--- src/assert_macros.svh ---
// Assertion helpers shared by the RTL.
`ifndef ASSERT_MACROS_SVH
`define ASSERT_MACROS_SVH
`ifndef SYNTHESIS
// Property must hold on every clock while out of reset.
`define ASSERT_PROP(lbl, clk, rst_n, prop, msg) \
  lbl: assert property (@(posedge clk) disable iff (!rst_n) (prop)) else $error(msg);
// Expression must never be true while out of reset.
`define ASSERT_NEVER(lbl, clk, rst_n, expr, msg) \
  lbl: assert property (@(posedge clk) disable iff (!rst_n) !(expr)) else $error(msg);
`else
`define ASSERT_PROP(lbl, clk, rst_n, prop, msg)
`define ASSERT_NEVER(lbl, clk, rst_n, expr, msg)
`endif
`endif

--- src/aasr_pkg.sv ---
`default_nettype none
package aasr_pkg;
  localparam int SAMPLE_W    = 17;
  localparam int SUM_W       = 27;
  localparam int COUNT_W     = 10;
  localparam int SPP_W       = 11;
  localparam int BYTE_W      = 8;
  localparam int MAX_SAMPLES = 1024;
  localparam int CFG_IDX_W   = 1;
  localparam int CFG_DATA_W  = SPP_W;

  // register indexes
  localparam logic [CFG_IDX_W-1:0] REG_SPP   = 1'd0;
  localparam logic [CFG_IDX_W-1:0] REG_GAMMA = 1'd1;

  // 255.99 in Q16, rounded
  localparam int SCALE_W = 24;
  localparam logic [SCALE_W-1:0] SCALE_Q16 = 24'd16776561;
  localparam int PROD_W = SUM_W + SCALE_W;

  // shared restoring unit
  localparam int RAD_W      = 44;              // radicand {0, avg, 16'b0}
  localparam int UNIT_W     = 26;
  localparam int DIV_STEPS  = SUM_W;
  localparam int SQRT_STEPS = RAD_W / 2;
  localparam int STEP_W     = 5;

  localparam int IN_TDATA_W  = 56;
  localparam int OUT_TDATA_W = 24;
endpackage
`default_nettype wire

--- src/antialias_sample_resolve_top.sv ---
// Supersample resolve. Each input transaction carries one RGB sample in
// unsigned Q1.16 (65536 = 1.0); the block sums the channels and counts
// samples. A sample that does not complete a pixel is taken back to back
// with the next one. The sample that brings the count to samples_per_pixel
// (0 acts as 1, above 1024 acts as 1024) starts the resolve: every channel
// sum is divided by the effective samples_per_pixel, optionally passed
// through a gamma 2 square root, scaled by 255.99 and saturated to a byte.
// Divide and root run on one shared restoring compare/subtract unit, one
// bit per cycle, and the scale is one multiply per channel. After the final
// sample the block resolves each channel in turn (load, 27 divide steps,
// 22 root steps with gamma, multiply, store); s_axis_tready_o stays low.
// The pixel lands in an output register, so a new pixel's samples are
// taken while the last one waits on m_axis; the resolve only stalls at its
// final store if that register is still full. Configuration is written
// through cfg_we_i/cfg_index_i/cfg_data_i and must change only when idle.
`default_nettype none
`include "assert_macros.svh"
module antialias_sample_resolve_top (
  input  wire logic                                 clk_i,
  input  wire logic                                 rst_ni,
  // config write port
  input  wire logic                                 cfg_we_i,
  input  wire logic [aasr_pkg::CFG_IDX_W-1:0]       cfg_index_i,
  input  wire logic [aasr_pkg::CFG_DATA_W-1:0]      cfg_data_i,
  // sample stream
  input  wire logic                                 s_axis_tvalid_i,
  output logic                                      s_axis_tready_o,
  // tdata: sample_red[16:0], sample_green[33:17], sample_blue[50:34], zero pad
  input  wire logic [aasr_pkg::IN_TDATA_W-1:0]      s_axis_tdata_i,
  // pixel stream
  output logic                                      m_axis_tvalid_o,
  input  wire logic                                 m_axis_tready_i,
  // tdata: red_byte[7:0], green_byte[15:8], blue_byte[23:16]
  output logic [aasr_pkg::OUT_TDATA_W-1:0]          m_axis_tdata_o
);
  localparam int SW = aasr_pkg::SAMPLE_W;
  localparam int NW = aasr_pkg::SUM_W;
  localparam int UW = aasr_pkg::UNIT_W;
  localparam int RW = aasr_pkg::RAD_W;
  localparam int TW = aasr_pkg::STEP_W;
  localparam int BW = aasr_pkg::BYTE_W;
  localparam int PW = aasr_pkg::PROD_W;

  // sequencer codes
  localparam logic [2:0] S_IDLE  = 3'd0;
  localparam logic [2:0] S_LOAD  = 3'd1;
  localparam logic [2:0] S_DIV   = 3'd2;
  localparam logic [2:0] S_SQRT  = 3'd3;
  localparam logic [2:0] S_MUL   = 3'd4;
  localparam logic [2:0] S_STORE = 3'd5;

  localparam logic [1:0] CH_RED   = 2'd0;
  localparam logic [1:0] CH_GREEN = 2'd1;
  localparam logic [1:0] CH_BLUE  = 2'd2;

  logic [2:0]                        state_q, state_d;
  logic [1:0]                        ch_q, ch_d;
  logic [TW-1:0]                     step_q, step_d;
  logic [aasr_pkg::SPP_W-1:0]        spp_q;
  logic                              gamma_enable_q;
  logic [NW-1:0]                     red_sum_q, green_sum_q, blue_sum_q;
  logic [aasr_pkg::COUNT_W-1:0]      count_q;
  logic [RW-1:0]                     x_q, x_d;
  logic [UW-1:0]                     rem_q, rem_d;
  logic [NW-1:0]                     res_q, res_d;
  logic [PW-1:0]                     prod_q;
  logic [BW-1:0]                     red_byte_q, green_byte_q;
  logic [aasr_pkg::OUT_TDATA_W-1:0]  m_data_q;
  logic                              m_valid_q;

  logic [aasr_pkg::SPP_W-1:0]        n_eff;
  logic                              s_fire, finish, out_free, last_step, store_out;
  logic [NW-1:0]                     chan_sum;
  logic [UW-1:0]                     unit_a, unit_b, unit_diff;
  logic                              unit_ge;
  logic [BW-1:0]                     chan_byte;

  // effective samples per pixel
  always_comb begin
    if (spp_q == '0) begin
      n_eff = aasr_pkg::SPP_W'(1);
    end else if (spp_q > aasr_pkg::SPP_W'(aasr_pkg::MAX_SAMPLES)) begin
      n_eff = aasr_pkg::SPP_W'(aasr_pkg::MAX_SAMPLES);
    end else begin
      n_eff = spp_q;
    end
  end

  assign s_axis_tready_o = (state_q == S_IDLE);
  assign s_fire   = s_axis_tvalid_i && s_axis_tready_o;
  assign finish   = ({1'b0, count_q} + aasr_pkg::SPP_W'(1)) >= n_eff;
  assign out_free = !m_valid_q || m_axis_tready_i;
  assign last_step = (step_q == '0);
  assign store_out = (state_q == S_STORE) && (ch_q == CH_BLUE) && out_free;

  always_comb begin
    case (ch_q)
      CH_RED:   chan_sum = red_sum_q;
      CH_GREEN: chan_sum = green_sum_q;
      default:  chan_sum = blue_sum_q;
    endcase
  end

  // shared restoring unit: divide shifts in one dividend bit against n,
  // root shifts in two radicand bits against {root, 01}
  always_comb begin
    if (state_q == S_SQRT) begin
      unit_a = {rem_q[UW-3:0], x_q[RW-1:RW-2]};
      unit_b = {res_q[UW-3:0], 2'b01};
    end else begin
      unit_a = {rem_q[UW-2:0], x_q[RW-1]};
      unit_b = UW'(n_eff);
    end
    unit_ge   = unit_a >= unit_b;
    unit_diff = unit_a - unit_b;
  end

  // scaled value >> 32, saturated
  assign chan_byte = (|prod_q[PW-1:40]) ? {BW{1'b1}} : prod_q[39:32];

  always_comb begin
    state_d = state_q;
    ch_d    = ch_q;
    step_d  = step_q;
    x_d     = x_q;
    rem_d   = rem_q;
    res_d   = res_q;
    case (state_q)
      S_IDLE: begin
        if (s_fire && finish) begin
          state_d = S_LOAD;
          ch_d    = CH_RED;
        end
      end
      S_LOAD: begin
        x_d     = {chan_sum, (RW-NW)'(0)};
        rem_d   = '0;
        res_d   = '0;
        step_d  = TW'(aasr_pkg::DIV_STEPS - 1);
        state_d = S_DIV;
      end
      S_DIV: begin
        x_d    = {x_q[RW-2:0], 1'b0};
        rem_d  = unit_ge ? unit_diff : unit_a;
        res_d  = {res_q[NW-2:0], unit_ge};
        step_d = step_q - TW'(1);
        if (last_step) begin
          if (gamma_enable_q) begin
            // radicand = quotient << 16
            x_d     = {1'b0, res_q[NW-2:0], unit_ge, 16'd0};
            rem_d   = '0;
            res_d   = '0;
            step_d  = TW'(aasr_pkg::SQRT_STEPS - 1);
            state_d = S_SQRT;
          end else begin
            state_d = S_MUL;
          end
        end
      end
      S_SQRT: begin
        x_d    = {x_q[RW-3:0], 2'b00};
        rem_d  = unit_ge ? unit_diff : unit_a;
        res_d  = {res_q[NW-2:0], unit_ge};
        step_d = step_q - TW'(1);
        if (last_step) begin
          state_d = S_MUL;
        end
      end
      S_MUL: begin
        state_d = S_STORE;
      end
      S_STORE: begin
        if (ch_q != CH_BLUE) begin
          ch_d    = ch_q + 2'd1;
          state_d = S_LOAD;
        end else if (out_free) begin
          state_d = S_IDLE;
        end
      end
      default: begin
        state_d = S_IDLE;
      end
    endcase
  end

  always_ff @(posedge clk_i or negedge rst_ni) begin
    if (!rst_ni) begin
      state_q        <= S_IDLE;
      ch_q           <= CH_RED;
      step_q         <= '0;
      spp_q          <= aasr_pkg::SPP_W'(1);
      gamma_enable_q <= 1'b0;
      red_sum_q      <= '0;
      green_sum_q    <= '0;
      blue_sum_q     <= '0;
      count_q        <= '0;
      m_valid_q      <= 1'b0;
    end else begin
      state_q <= state_d;
      ch_q    <= ch_d;
      step_q  <= step_d;
      if (cfg_we_i) begin
        case (cfg_index_i)
          aasr_pkg::REG_SPP:   spp_q          <= cfg_data_i;
          aasr_pkg::REG_GAMMA: gamma_enable_q <= cfg_data_i[0];
          default: ;
        endcase
      end
      if (s_fire) begin
        red_sum_q   <= red_sum_q   + NW'(s_axis_tdata_i[SW-1:0]);
        green_sum_q <= green_sum_q + NW'(s_axis_tdata_i[2*SW-1:SW]);
        blue_sum_q  <= blue_sum_q  + NW'(s_axis_tdata_i[3*SW-1:2*SW]);
        if (!finish) begin
          count_q <= count_q + aasr_pkg::COUNT_W'(1);
        end
      end
      if (store_out) begin
        red_sum_q   <= '0;
        green_sum_q <= '0;
        blue_sum_q  <= '0;
        count_q     <= '0;
        m_valid_q   <= 1'b1;
      end else if (m_valid_q && m_axis_tready_i) begin
        m_valid_q <= 1'b0;
      end
    end
  end

  // datapath, no reset
  always_ff @(posedge clk_i) begin
    x_q   <= x_d;
    rem_q <= rem_d;
    res_q <= res_d;
    if (state_q == S_MUL) begin
      prod_q <= PW'(res_q) * PW'(aasr_pkg::SCALE_Q16);
    end
    if (state_q == S_STORE) begin
      if (ch_q == CH_RED) begin
        red_byte_q <= chan_byte;
      end
      if (ch_q == CH_GREEN) begin
        green_byte_q <= chan_byte;
      end
    end
    if (store_out) begin
      m_data_q <= {chan_byte, green_byte_q, red_byte_q};
    end
  end

  assign m_axis_tvalid_o = m_valid_q;
  assign m_axis_tdata_o  = m_data_q;

  `ASSERT_PROP(a_final_sample_starts_resolve, clk_i, rst_ni,
    (s_fire && finish) |=> (state_q == S_LOAD && ch_q == CH_RED),
    "final sample did not start the resolve")
  `ASSERT_PROP(a_div_exits_cleanly, clk_i, rst_ni,
    (state_q == S_DIV) |=> (state_q == S_DIV || state_q == S_SQRT || state_q == S_MUL),
    "divide left to an unexpected state")
  `ASSERT_NEVER(a_root_only_with_gamma, clk_i, rst_ni,
    (state_q == S_SQRT) && !gamma_enable_q,
    "root pass without gamma enabled")
  `ASSERT_PROP(a_sums_clear_on_pixel, clk_i, rst_ni,
    $past(store_out) |-> (red_sum_q == '0 && green_sum_q == '0 && blue_sum_q == '0
                          && count_q == '0 && m_valid_q),
    "accumulators not cleared when pixel issued")
endmodule
`default_nettype wire
--- config.mk ---
export PLATFORM = sky130hd
export DESIGN_NAME = antialias_sample_resolve_top
export DESIGN_NICKNAME = d
export VERILOG_FILES = /design/src/aasr_pkg.sv /design/src/antialias_sample_resolve_top.sv
export VERILOG_INCLUDE_DIRS = /design/src /design/src/src
export SDC_FILE = /design/constraint.sdc
export NUM_CORES = 1
export LEC_CHECK = 0
export BUFFER_PORTS_ARGS = -buffer_cell sky130_fd_sc_hd__buf_2
export CORE_ASPECT_RATIO = 1.1
export CORE_MARGIN = 3
export CORE_UTILIZATION = 50
export CTS_CLUSTER_DIAMETER = 60
export CTS_CLUSTER_SIZE = 40
export DETAILED_ROUTE_END_ITERATION = 8
export PLACE_DENSITY = 0.67
export RECOVER_POWER = 50
export SLEW_MARGIN = 40
export SYNTH_ARGS = -nofsm -noshare
export SYNTH_HDL_FRONTEND = slang
export SYNTH_SLANG_ARGS = --single-unit
export TNS_END_PERCENT = 50
--- constraint.sdc ---
create_clock -name clk_i -period 8.41 [get_ports clk_i]
set_clock_uncertainty 0.15 [all_clocks]
set_input_delay 1.2615 -clock clk_i [delete_from_list [all_inputs] [get_ports clk_i]]
set_output_delay 1.2615 -clock clk_i [all_outputs]
set_load 0.02 [all_outputs]
After elaboration in Yosys (flattened, before gate mapping)
Index checks and enable logic that the tools add are counted.
{"block": "totals", "inputBits": 73, "word_cells": 107, "regBits": 301, "output_inout_bits": 26}
{"block": "op_classes", "add_sub_neg": 8, "n_bitwise": 1, "eq_ne": 14, "mul": 1, "muxes": 40, "n_reduce_logical": 23, "n_lt_le_gt_ge": 3}
{"operator": "$mux 27", "count": 8}
{"operator": "$pmux 44 s3", "count": 1}
{"operator": "$mux 44", "count": 2}
{"operator": "$add 27x17->27", "count": 3}
{"operator": "$pmux 27 s3", "count": 1}
{"operator": "$mux 25", "count": 3}
{"operator": "$pmux 25 s3", "count": 1}
{"operator": "$pmux 27 s2", "count": 1}
{"operator": "$mux 26", "count": 2}
{"operator": "$mul 27x24->51 const B", "count": 1}
{"operator": "$mux 10", "count": 3}
{"operator": "$ge 26x26->1", "count": 1}
{"operator": "$sub 25x25->25", "count": 1}
{"operator": "$mux 11", "count": 2}
{"operator": "$mux 3", "count": 6}
{"operator": "$pmux 3 s6", "count": 1}
{"operator": "$pmux 5 s3", "count": 1}
{"operator": "$add 10x1->11 const B", "count": 1}
{"operator": "$ge 11x11->1", "count": 1}
{"operator": "$gt 11x11->1 const B", "count": 1}
{"operator": "$logic_not 11->1", "count": 1}
{"operator": "$reduce_or 11->1", "count": 1}
{"operator": "$add 10x1->10 const B", "count": 1}
{"operator": "$mux 5", "count": 2}
{"operator": "26 further kinds", "count": 44}

Logic depth before layout (Yosys ltp)
Gate-level depths: netlist of the first run.
{"block": "logic_depth", "depth_word": 9, "ltp_mapped": 24, "depth_no_buf": 24}

Worst setup path after synthesis of the first run
OpenSTA, ideal clock, no wires.
{"block": "synth_path", "path_kind": "register to register", "startpoint": "reg res_q[3]", "endpoint": "reg prod_q[50] (data pin)", "t_required_ns": 8.000, "setup_time_ns": 0.260, "stages_incl_launch_ff": 23, "path_slack_ns": 1.365, "arrival_ns": 6.635, "cell_sequence": "edfxtp_1 -> inv_1 -> fa_1 -> inv_1 -> fa_1 -> fa_1 -> fa_1 -> fa_1 -> fa_1 -> inv_1 -> fa_1 -> inv_1 -> ha_1 -> a21oi_1 -> o21ai_0 -> a21o_1 -> a211o_1 -> a211oi_2 -> o21ai_2 -> a221oi_2 -> o21bai_1 -> a21oi_2 -> xnor2_1"}
{"block": "synth_via", "elab_chain_cells": 1}
{"item": "start: declaration", "line_no": "antialias_sample_resolve_top.sv:65", "source": "logic [NW-1:0] res_q, res_d;"}
{"item": "start signal: assignment", "line_no": "antialias_sample_resolve_top.sv:233", "source": "res_q <= res_d;"}
{"item": "$mul 27x24->51", "line_no": "antialias_sample_resolve_top.sv:235", "source": "prod_q <= PW'(res_q) * PW'(aasr_pkg::SCALE_Q16);"}
{"item": "end signal: assignment", "line_no": "antialias_sample_resolve_top.sv:235"}
{"item": "end: declaration", "line_no": "antialias_sample_resolve_top.sv:66", "source": "logic [PW-1:0] prod_q;"}
No other way between the ends.
A chain may end at the register's enable or synchronous reset.

Worst setup path in the final report of the first run
{"block": "layout_path", "startpoint": "reg res_q[7]", "endpoint": "reg prod_q[50] (data pin)"}
Same word-level chain as after synthesis.

==> out/qor.txt, run 1 <==
dpl cells - 3447
multiplexer share of the synthesized area - 0.880%
vias after detailed routing - 19400
routed length per instance - 19.0 um
failing checks - capacitance limit, slew limit
# nets final - 3484
die width - 228 um
grt total ovfl - 0
FP Rows - 88
worst hold path class - reg -> reg
vias per cell - 5.57
final hold vios - 0
reg-to-reg endpoint - prod_q[50]
detailed placement HPWL - 53200 um
top cells by area, synth - fa_1 (25%), edfxtp_1 (15%), ha_1 (15%)
Syn. warnings - 0
fillcell total - 4717
P&R area growth vs syn - 8.49%
kind of critical path - reg -> reg
Final Wtd Congestion - 0.917
total track usage - 23.8%
first-pass GRT wire length - 107000 um
sequential area share after synthesis - 26.0%
prevailing post-synth register cell - edfxtp_1
Post-Synthesis Cells - 2657
Final Util - 55.3%
Final Setup Violations - 0
DRT Pass-1 Iters - 7
drt drc - 0
CTS Hold Bufs - 0
initial antenna violation count - 0
synthesized area per cell - 10.2 sq um
xor/xnor share of the synthesized area - 3.24%
CTS tree - done
final cell count without fillers - 3492
die height - 250 um
share of cells above drive strength 1 - 7.97%
Synth Net Count - 3387
Synth Cell Area - 27000 sq um
CTS buffer count - 25
Worst-path clk slew - 0.07 ns
Slew HR - -196%
aggregate routed wire length - 66200 um
fin. max-slew vios - 234
asr flop ratio synth - 45.1%
crit share post-route - 94.1%
max cap viols - 4
Hold EP - m_axis_tdata_o[6]
Hold Path Depth - 0
simple-gate area share of the yosys netlist - 10.3%
CTS resizes - 0
clock sink count - 253
Worst-Skew Late Latency - 0.56 ns
flip-flop and latch count after synthesis - 253
Max Freq - 0.126 GHz
setup bufs post-CTS - 0
Root Buffer - clkbuf_16
Clock Tree Buf Depth - 3
DRT antenna net count - 0
crit-path most repeated cell - fa_1
Post-synth top cells - inv_1 (441), fa_1 (342), ha_1 (315)
num ports - 99
cells on worst reg2reg path - 25
setup TNS - 0 ns
diode count - 0
worst endpoint required time - 8.56 ns
DR iter-0 viols - 1276
H-tree depth - 1
crit path DAT - 8.06 ns
port bufs - 93
Hold Crit Start - red_byte_q[6]
post-synth top area share - 25.4%
critical path's slowest cell - a2111oi_0
area share of fa/ha/maj cells after synthesis - 40.0%
crit-path max cell delay - 0.70 ns
die area - 56800 sq um
Synth Area in Compound Gates - 12.5%
vias in the first global route - 20000
initial core utilization - 51.0%
CP endpoint kind - flop
Yosys top cell by area - fa_1
crit start category - flop
area of the core - 53000 sq um
crit-path max FO - 5
number of enable flip-flop cells after synthesis - 139
pin count of the biggest net entering global routing - 83
most frequent cell after synthesis - inv_1
RSZ-0062 raised after global routing - no
measured slew at the worst slew-check pin - 4.45 ns
status - complete, but fails checks
main combinational cell family by area after synthesis - adder cells
RR Startpoint - res_q[7]
reg2reg setup slack - 0.50 ns
post-synth cell types - 73
fin crit period - 7.91 ns
## metrics by stage
| stage | cell area, sq um | hold WS [ns] | setup slack, ns |
|---|---|---|---|
| 2_1_floorplan | 27000 | 0.250 | 1.36 |
| 5_1_grt | 29300 | 0.268 | 0.129 |
| 3_3_place_gp | 28500 | 0.251 | 0.609 |
| 4_1_cts | 29300 | 0.270 | 0.520 |
| 6_report | 29300 | 0.274 | 0.495 |
| 3_5_place_dp | 28500 | 0.255 | 0.530 |
## layer usage
layer	track usage [%]	wire length, um
met4	6.13	1840
met1	33.5	28800
met3	2.91	2970
met2	39.3	32600
met5	0	0
## worst max path at each step
stage | start | end | slack (ns) | depth (start not counted)
2_1_floorplan | res_q[3] | prod_q[50] | 1.36 | 22
3_3_place_gp | res_q[13] | prod_q[50] | 0.61 | 23
3_5_place_dp | res_q[7] | prod_q[50] | 0.53 | 25
4_1_cts | res_q[7] | prod_q[50] | 0.52 | 25
5_1_grt | res_q[7] | prod_q[50] | 0.13 | 25
6_report | res_q[7] | prod_q[50] | 0.50 | 25
## area by class of cell
type	instances	area, sq um	area share [%]
timing repair buffer	136	763	2.61
inverter	442	1660	5.67
clock inverter	19	215	0.735
tap	720	901	3.08
sequential	253	7030	24.0
clock buffer	26	629	2.15
multi-input combinational	1896	18100	61.8
## cells by family after synthesis
family	after synthesis
xor+xnor	100
simple gates	600
compound gates	517
mux	22
flops	253
buf+inv	508
fa+ha+maj	657
## cell usage in the layout (no fill, tap or decap), drive strengths merged, types with 4 or more instances in the layout
master | Yosys | layout
nand3 | 76 | 76
a21boi | 6 | 6
nand4 | 20 | 20
a211oi | 40 | 40
clkinvlp | 0 | 4
and2 | 23 | 23
or2 | 11 | 11
dfrtp | 113 | 113
ha | 315 | 315
o211ai | 7 | 7
nor2 | 108 | 108
nor4 | 8 | 8
clkinv | 1 | 4
mux2i | 8 | 8
o21bai | 19 | 19
nand2 | 252 | 252
and3 | 19 | 19
nor2b | 20 | 20
a21o | 57 | 57
inv | 441 | 452
o21ai | 139 | 139
nand2b | 23 | 23
a31oi | 14 | 14
o31ai | 13 | 13
a211o | 6 | 6
a22o | 26 | 26
clkbuf | 59 | 34
mux2 | 14 | 14
edfxtp | 139 | 139
buf | 7 | 128
xnor2 | 57 | 57
nor3 | 17 | 17
fa | 342 | 342
o21a | 16 | 16
o22ai | 4 | 4
a21oi | 111 | 111
or3 | 11 | 11
xor2 | 43 | 43
a221oi | 30 | 30
## worst max-delay path, delay by kind of cell, from the launching register on
| family | cells | cell delay [ns] |
|---|---|---|
| buffers and inverters | 7 | 0.64 |
| AOI/OAI and AO/OA | 9 | 2.17 |
| xor gates and xnor gates | 1 | 0.12 |
| adders and majority gates | 8 | 4.07 |
| DFF | 1 | 0.53 |
## sequential cells by signal, indices dropped and copies added, names as in the netlist, 10 cells and up
name	count
blue_sum_q	27
count_q	10
green_sum_q	27
m_axis_tdata_o	24
prod_q	19
red_sum_q	27
rem_q	25
res_q	27
spp_q	11
x_q	28
Power of run 1 is left out: the tool's default activity adds up to more than one toggle a clock period on the data nets, which glitch-free logic cannot reach.
==> run 2: changes to the inputs <==
--- a/config.mk
+++ b/config.mk
@@ -6,14 +6,17 @@
 export SDC_FILE = /design/constraint.sdc
 export NUM_CORES = 1
 export LEC_CHECK = 0
+export ABC_AREA = 1
 export BUFFER_PORTS_ARGS = -buffer_cell sky130_fd_sc_hd__buf_2
 export CORE_ASPECT_RATIO = 1.1
 export CORE_MARGIN = 3
 export CORE_UTILIZATION = 50
+export CTS_BUF_LIST = sky130_fd_sc_hd__clkbuf_4 sky130_fd_sc_hd__clkbuf_8 sky130_fd_sc_hd__clkbuf_16
 export CTS_CLUSTER_DIAMETER = 60
 export CTS_CLUSTER_SIZE = 40
 export DETAILED_ROUTE_END_ITERATION = 8
-export PLACE_DENSITY = 0.67
+export GPL_TIMING_DRIVEN = 0
+export PLACE_DENSITY = 0.66
 export RECOVER_POWER = 50
 export SLEW_MARGIN = 40
 export SYNTH_ARGS = -nofsm -noshare
==> run 2 against run 1 <==
Compared with the run above: the run still ends with capacitance limit, slew limit left; via count grew 27%; setup slack gained 0.72 ns; area after synthesis grew 11%; count of clock-buffer cells in the layout grew 1; critical path depth shrank 4; cell area grew 11%; wire length grew 30%; hold slack lost 0.0021 ns; core utilization shrank 0.37 points; critical path type unchanged; largest cell class unchanged; highest routed layer is now met5.
==> out/qor.txt, run 2 <==
# nets final - 4495
failing checks - capacitance limit, slew limit
clock sink count - 253
DP Area - 31600 sq um
Final Setup Violations - 0
first-pass GRT wire length - 136000 um
DRT antenna net count - 0
fin. max-slew vios - 164
status - complete, but fails checks
main combinational cell family by area after synthesis - adder cells
number of enable flip-flop cells after synthesis - 139
drt drc - 0
max reg flops - 28
Max Freq - 0.139 GHz
pin count of the biggest net entering global routing - 72
crit start category - flop
worst hold path class - reg -> reg
sequential area share after synthesis - 23.4%
area of the multi-input gates - 19900 sq um
Clock Tree Buf Depth - 3
grt total ovfl - 0
synthesized area per cell - 8.25 sq um
total track usage - 27.7%
Worst-Skew Late Latency - 0.60 ns
vias after detailed routing - 24800
max cap viols - 4
initial antenna violation count - 1
measured slew at the worst slew-check pin - 3.85 ns
Syn. warnings - 0
Final Wtd Congestion - 0.975
Yosys top cell by area - fa_1
aggregate routed wire length - 86100 um
crit-path max FO - 9
Synth Cell Area - 30000 sq um
kind of critical path - reg -> reg
Synth Net Count - 4366
post-synth top area share - 22.8%
detailed placement HPWL - 72600 um
CTS buffer count - 27
Worst-path clk slew - 0.08 ns
xor/xnor share of the synthesized area - 1.02%
worst endpoint required time - 8.60 ns
fin worst setup slack - 1.21 ns
vias per cell - 5.45
die area - 63000 sq um
CP endpoint kind - flop
Post-Synthesis Cells - 3636
Post-synth top cells - nand2_1 (739), inv_1 (725), fa_1 (342)
simple-gate area share of the yosys netlist - 18.7%
crit path DAT - 7.38 ns
setup TNS - 0 ns
RSZ-0062 raised after global routing - no
crit-path most repeated cell - fa_1
area of the core - 59000 sq um
Hold Crit Start - red_byte_q[5]
share of cells above drive strength 1 - 5.68%
Final Cell Area - 32400 sq um
Setup WS pre-CTS - 1.26 ns
post-synth cell types - 61
Slew HR - -157%
die width - 240 um
Synth Area in Compound Gates - 10.4%
routed length per instance - 18.9 um
fin crit period - 7.20 ns
DR iter-0 viols - 1782
RR Startpoint - res_q[3]
CTS Hold Bufs - 0
most common cell after layout, fill and taps aside - nand2_1
crit-path max cell delay - 0.79 ns
register bank with the most flops - x_q
vias in the first global route - 25200
most frequent cells in the layout - nand2_1 (739), inv_1 (727), fa_1 (342), nor2_1 (325), ha_1 (315)
crit share post-route - 85.6%
CTS resizes - 0
worst hold margin - 0.271 ns
P&R area growth vs syn - 8.08%
num ports - 99
setup bufs post-CTS - 0
asr flop ratio synth - 45.1%
top cells by area, synth - fa_1 (23%), edfxtp_1 (14%), ha_1 (13%)
CTS tree - done
diode count - 0
area share of fa/ha/maj cells after synthesis - 36.0%
most frequent cell after synthesis - nand2_1
register area - 7030 sq um
prevailing post-synth register cell - edfxtp_1
initial core utilization - 50.8%
multiplexer share of the synthesized area - 0.188%
port bufs - 93
fillcell total - 5617
DRT Pass-1 Iters - 6
flip-flop and latch count after synthesis - 253
final hold vios - 0
CP Cell Sequence - inv_1 > fa_1 > inv_1 > fa_1 > fa_1 > fa_1 > fa_1 > fa_1 > inv_1 > fa_1 > inv_1 > ha_1 > nand2_1 > inv_1 > a21oi_1 > a21boi_0 > nor2_1 > o21ai_0 > nand3_1 > nand2_1 > nand2_1
die height - 263 um
Root Buffer - clkbuf_16
Worst setup startpoint - res_q[3]
critical path's slowest cell - edfxtp_1
H-tree depth - 1
FP Rows - 93
## run 2: area by class of cell
type | count | area share, %
inverters | 736 | 8.54
clock buffers | 27 | 2.08
repair buffers | 100 | 1.51
multi-input cells | 2594 | 61.3
well taps | 760 | 2.93
clock inverters | 23 | 1.00
flip-flops and latches | 253 | 21.7
plain buffers | 53 | 0.973
## run 2: logic make-up after synthesis
logic type / after synthesis
and+or+nand+nor: 1338
adders and majority gates: 657
xor gates and xnor gates: 35
AOI/OAI and AO/OA: 559
buffers and inverters: 789
DFF: 253
muxes: 5
## run 2: critical path, delay by kind of cell, from the launching register on
family | cells | cell delay, ns
adders and majority gates | 8 | 4.22
AOI/OAI and AO/OA | 3 | 0.84
DFF | 1 | 0.79
and+or+nand+nor | 5 | 0.49
buffers and inverters | 5 | 0.45
## run 2: routing by layer
| metal | up-vias | part of all wire, % | global-route usage [%] |
|---|---|---|---|
| li1 | 12000 | - | - |
| met1 | 11900 | 40 | 35.1 |
| met2 | 719 | 50 | 48.3 |
| met3 | 183 | 5.0 | 2.74 |
| met4 | 2 | 4.7 | 11.5 |
| met5 | - | 0.010 | 0 |
## run 2: through the flow
step | utilization (%) | instances
after CTS | 55.2 | 4546
after global routing | 54.9 | 4546
final | 54.9 | 4546
after detailed placement | 53.5 | 4496
after global placement | 53.2 | 4489
after floorplan | - | 3636
## run 2: worst paths after layout
check / slack [ns] / to / cells after the start
setup / recovery: 1.21 / prod_q[48] / 21
hold / removal: 0.27 / m_axis_tdata_o[5] / 0
setup reg to reg: 1.21 / prod_q[48] / 21
hold reg to reg: 0.27 / m_axis_tdata_o[5] / 0
max in group asynchronous: 2.12 / count_q[3] / 2
min in group asynchronous: 1.31 / red_sum_q[1] / 1
Power of run 2 is left out for the same reason.
==> run 3: changes to the inputs <==
==> constraint.sdc (replaced) <==
create_clock -name clk_i -period 8.41 [get_ports clk_i]
set_clock_uncertainty 0.15 [all_clocks]
set_input_delay 1.682 -clock clk_i [delete_from_list [all_inputs] [get_ports clk_i]]
set_output_delay 1.682 -clock clk_i [all_outputs]
set_load 0.02 [all_outputs]
==> run 3 against run 2 <==
Compared with the run above: the flow still finishes with violations (capacitance limit, slew limit); via count up 0.13%; global-route usage unchanged; hold slack about the same; first-iteration DRC count up 0.51%; cell count unchanged; maximum frequency up 0.10%; wire length about the same; flip-flop and latch count unchanged; critical endpoint unchanged.
==> out/qor.txt, run 3 (synthesized netlist as in run 2, its figures left out) <==
status - complete, but fails checks
failing checks - capacitance limit, slew limit
initial antenna violation count - 1
detailed placement HPWL - 72600 um
area of the core - 59000 sq um
crit start category - flop
reg2reg setup slack - 1.22 ns
Max Freq - 0.139 GHz
H-tree depth - 1
vias after detailed routing - 24800
setup TNS - 0 ns
port bufs - 93
die height - 263 um
Slew HR - -158%
register bank with the most flops - x_q
# nets final - 4495
aggregate routed wire length - 86100 um
measured slew at the worst slew-check pin - 3.87 ns
cells on worst reg2reg path - 21
setup bufs post-CTS - 0
max reg flops - 28
initial core utilization - 50.8%
Hold EP - m_axis_tdata_o[5]
DP Area - 31600 sq um
CTS tree - done
DRT antenna net count - 0
RR Startpoint - res_q[3]
final cell count without fillers - 4546
CTS Hold Bufs - 0
Clock Tree Buf Depth - 3
reg-to-reg endpoint - prod_q[48]
crit path DAT - 7.38 ns
worst endpoint required time - 8.60 ns
CTS resizes - 0
Hold Path Depth - 0
most frequent cells in the layout - nand2_1 (739), inv_1 (726), fa_1 (342), nor2_1 (325), ha_1 (315)
Setup WS pre-CTS - 1.26 ns
crit-path max FO - 9
RSZ-0062 raised after global routing - no
fin worst setup slack - 1.22 ns
Hold Crit Start - red_byte_q[5]
crit share post-route - 85.5%
Final Setup Violations - 0
kind of critical path - reg -> reg
die width - 240 um
Worst-path clk slew - 0.09 ns
Root Buffer - clkbuf_16
worst hold path class - reg -> reg
P&R area growth vs syn - 8.10%
CTS buffer count - 27
share of cells above drive strength 1 - 5.71%
num ports - 99
Worst-Skew Late Latency - 0.60 ns
total track usage - 27.7%
vias per cell - 5.46
diode count - 0
dpl cells - 4496
CP endpoint kind - flop
fin. max-slew vios - 144
vias in the first global route - 25200
clock sink count - 253
most common cell after layout, fill and taps aside - nand2_1
pin count of the biggest net entering global routing - 72
Final Wtd Congestion - 0.975
drt drc - 0
fillcell total - 5617
Final Cell Area - 32400 sq um
max cap viols - 3
die area - 63000 sq um
FP Rows - 93
grt total ovfl - 0
fin crit period - 7.19 ns
final hold vios - 0
routed length per instance - 18.9 um
DRT Pass-1 Iters - 6
first-pass GRT wire length - 136000 um
DR iter-0 viols - 1791
## run 3: changes by cell type in the layout (fill, tap and decap cells not counted)
cell | previous run | this run
nor3_4 | 0 | 1
nor3_1 | 41 | 40
inv_2 | 5 | 6
inv_1 | 727 | 726
nor4_1 | 7 | 8
nor4_2 | 2 | 1
## run 3: metal layers
layer  share of wire (%)  routed length, um  vias to the layer above  track usage (%)
li1                    -                  -                    12000                -
met1                  40              34700                    11900             35.1
met5               0.010                  9                        -                0
met4                 4.7               4020                        2             11.5
met2                  50              43100                      710             48.3
met3                 5.0               4310                      183             2.74
## run 3: final cells by class
class	instances	area (sq um)	area share, %
buffer	53	315	0.972
clock buffer	27	676	2.08
clock inverter	23	325	1.00
inverter	736	2770	8.54
multi-input combinational	2594	19900	61.3
sequential	253	7030	21.7
tap	760	951	2.93
timing repair buffer	100	489	1.51
## run 3: per-stage QoR
stage	utilization, %	hold WS [ns]
3_3_place_gp	53.2	0.250
3_5_place_dp	53.5	0.256
4_1_cts	55.2	0.264
6_report	55.0	0.271
2_1_floorplan	-	0.250
5_1_grt	55.0	0.263
## run 3: worst max-delay path by stage
stage | depth (start not counted) | start | endpoint | slack (ns)
after floorplan | 22 | res_q[6] | prod_q[48] | 2.34
after global placement | 5 | state_q[1] | step_q[4] | 1.20
final | 21 | res_q[3] | prod_q[48] | 1.22
after global routing | 2 | rst_ni | state_q[1] | 0.58
after CTS | 21 | res_q[3] | prod_q[48] | 1.23
after detailed placement | 21 | res_q[3] | prod_q[48] | 1.26
## run 3: critical path: stages, from the launching register on
cell and delay, ns:
edfxtp_1 0.79, inv_1 0.18, fa_1 0.71, inv_1 0.13, fa_1 0.48, fa_1 0.53, fa_1 0.56, fa_1 0.53
fa_1 0.56, inv_1 0.06, fa_1 0.53, inv_1 0.04, ha_1 0.32, nand2_1 0.10, inv_1 0.04, a21oi_1 0.19
a21boi_0 0.35, nor2_1 0.10, o21ai_0 0.30, nand3_1 0.11, nand2_1 0.07, nand2_1 0.08
Power of run 3 is left out for the same reason.
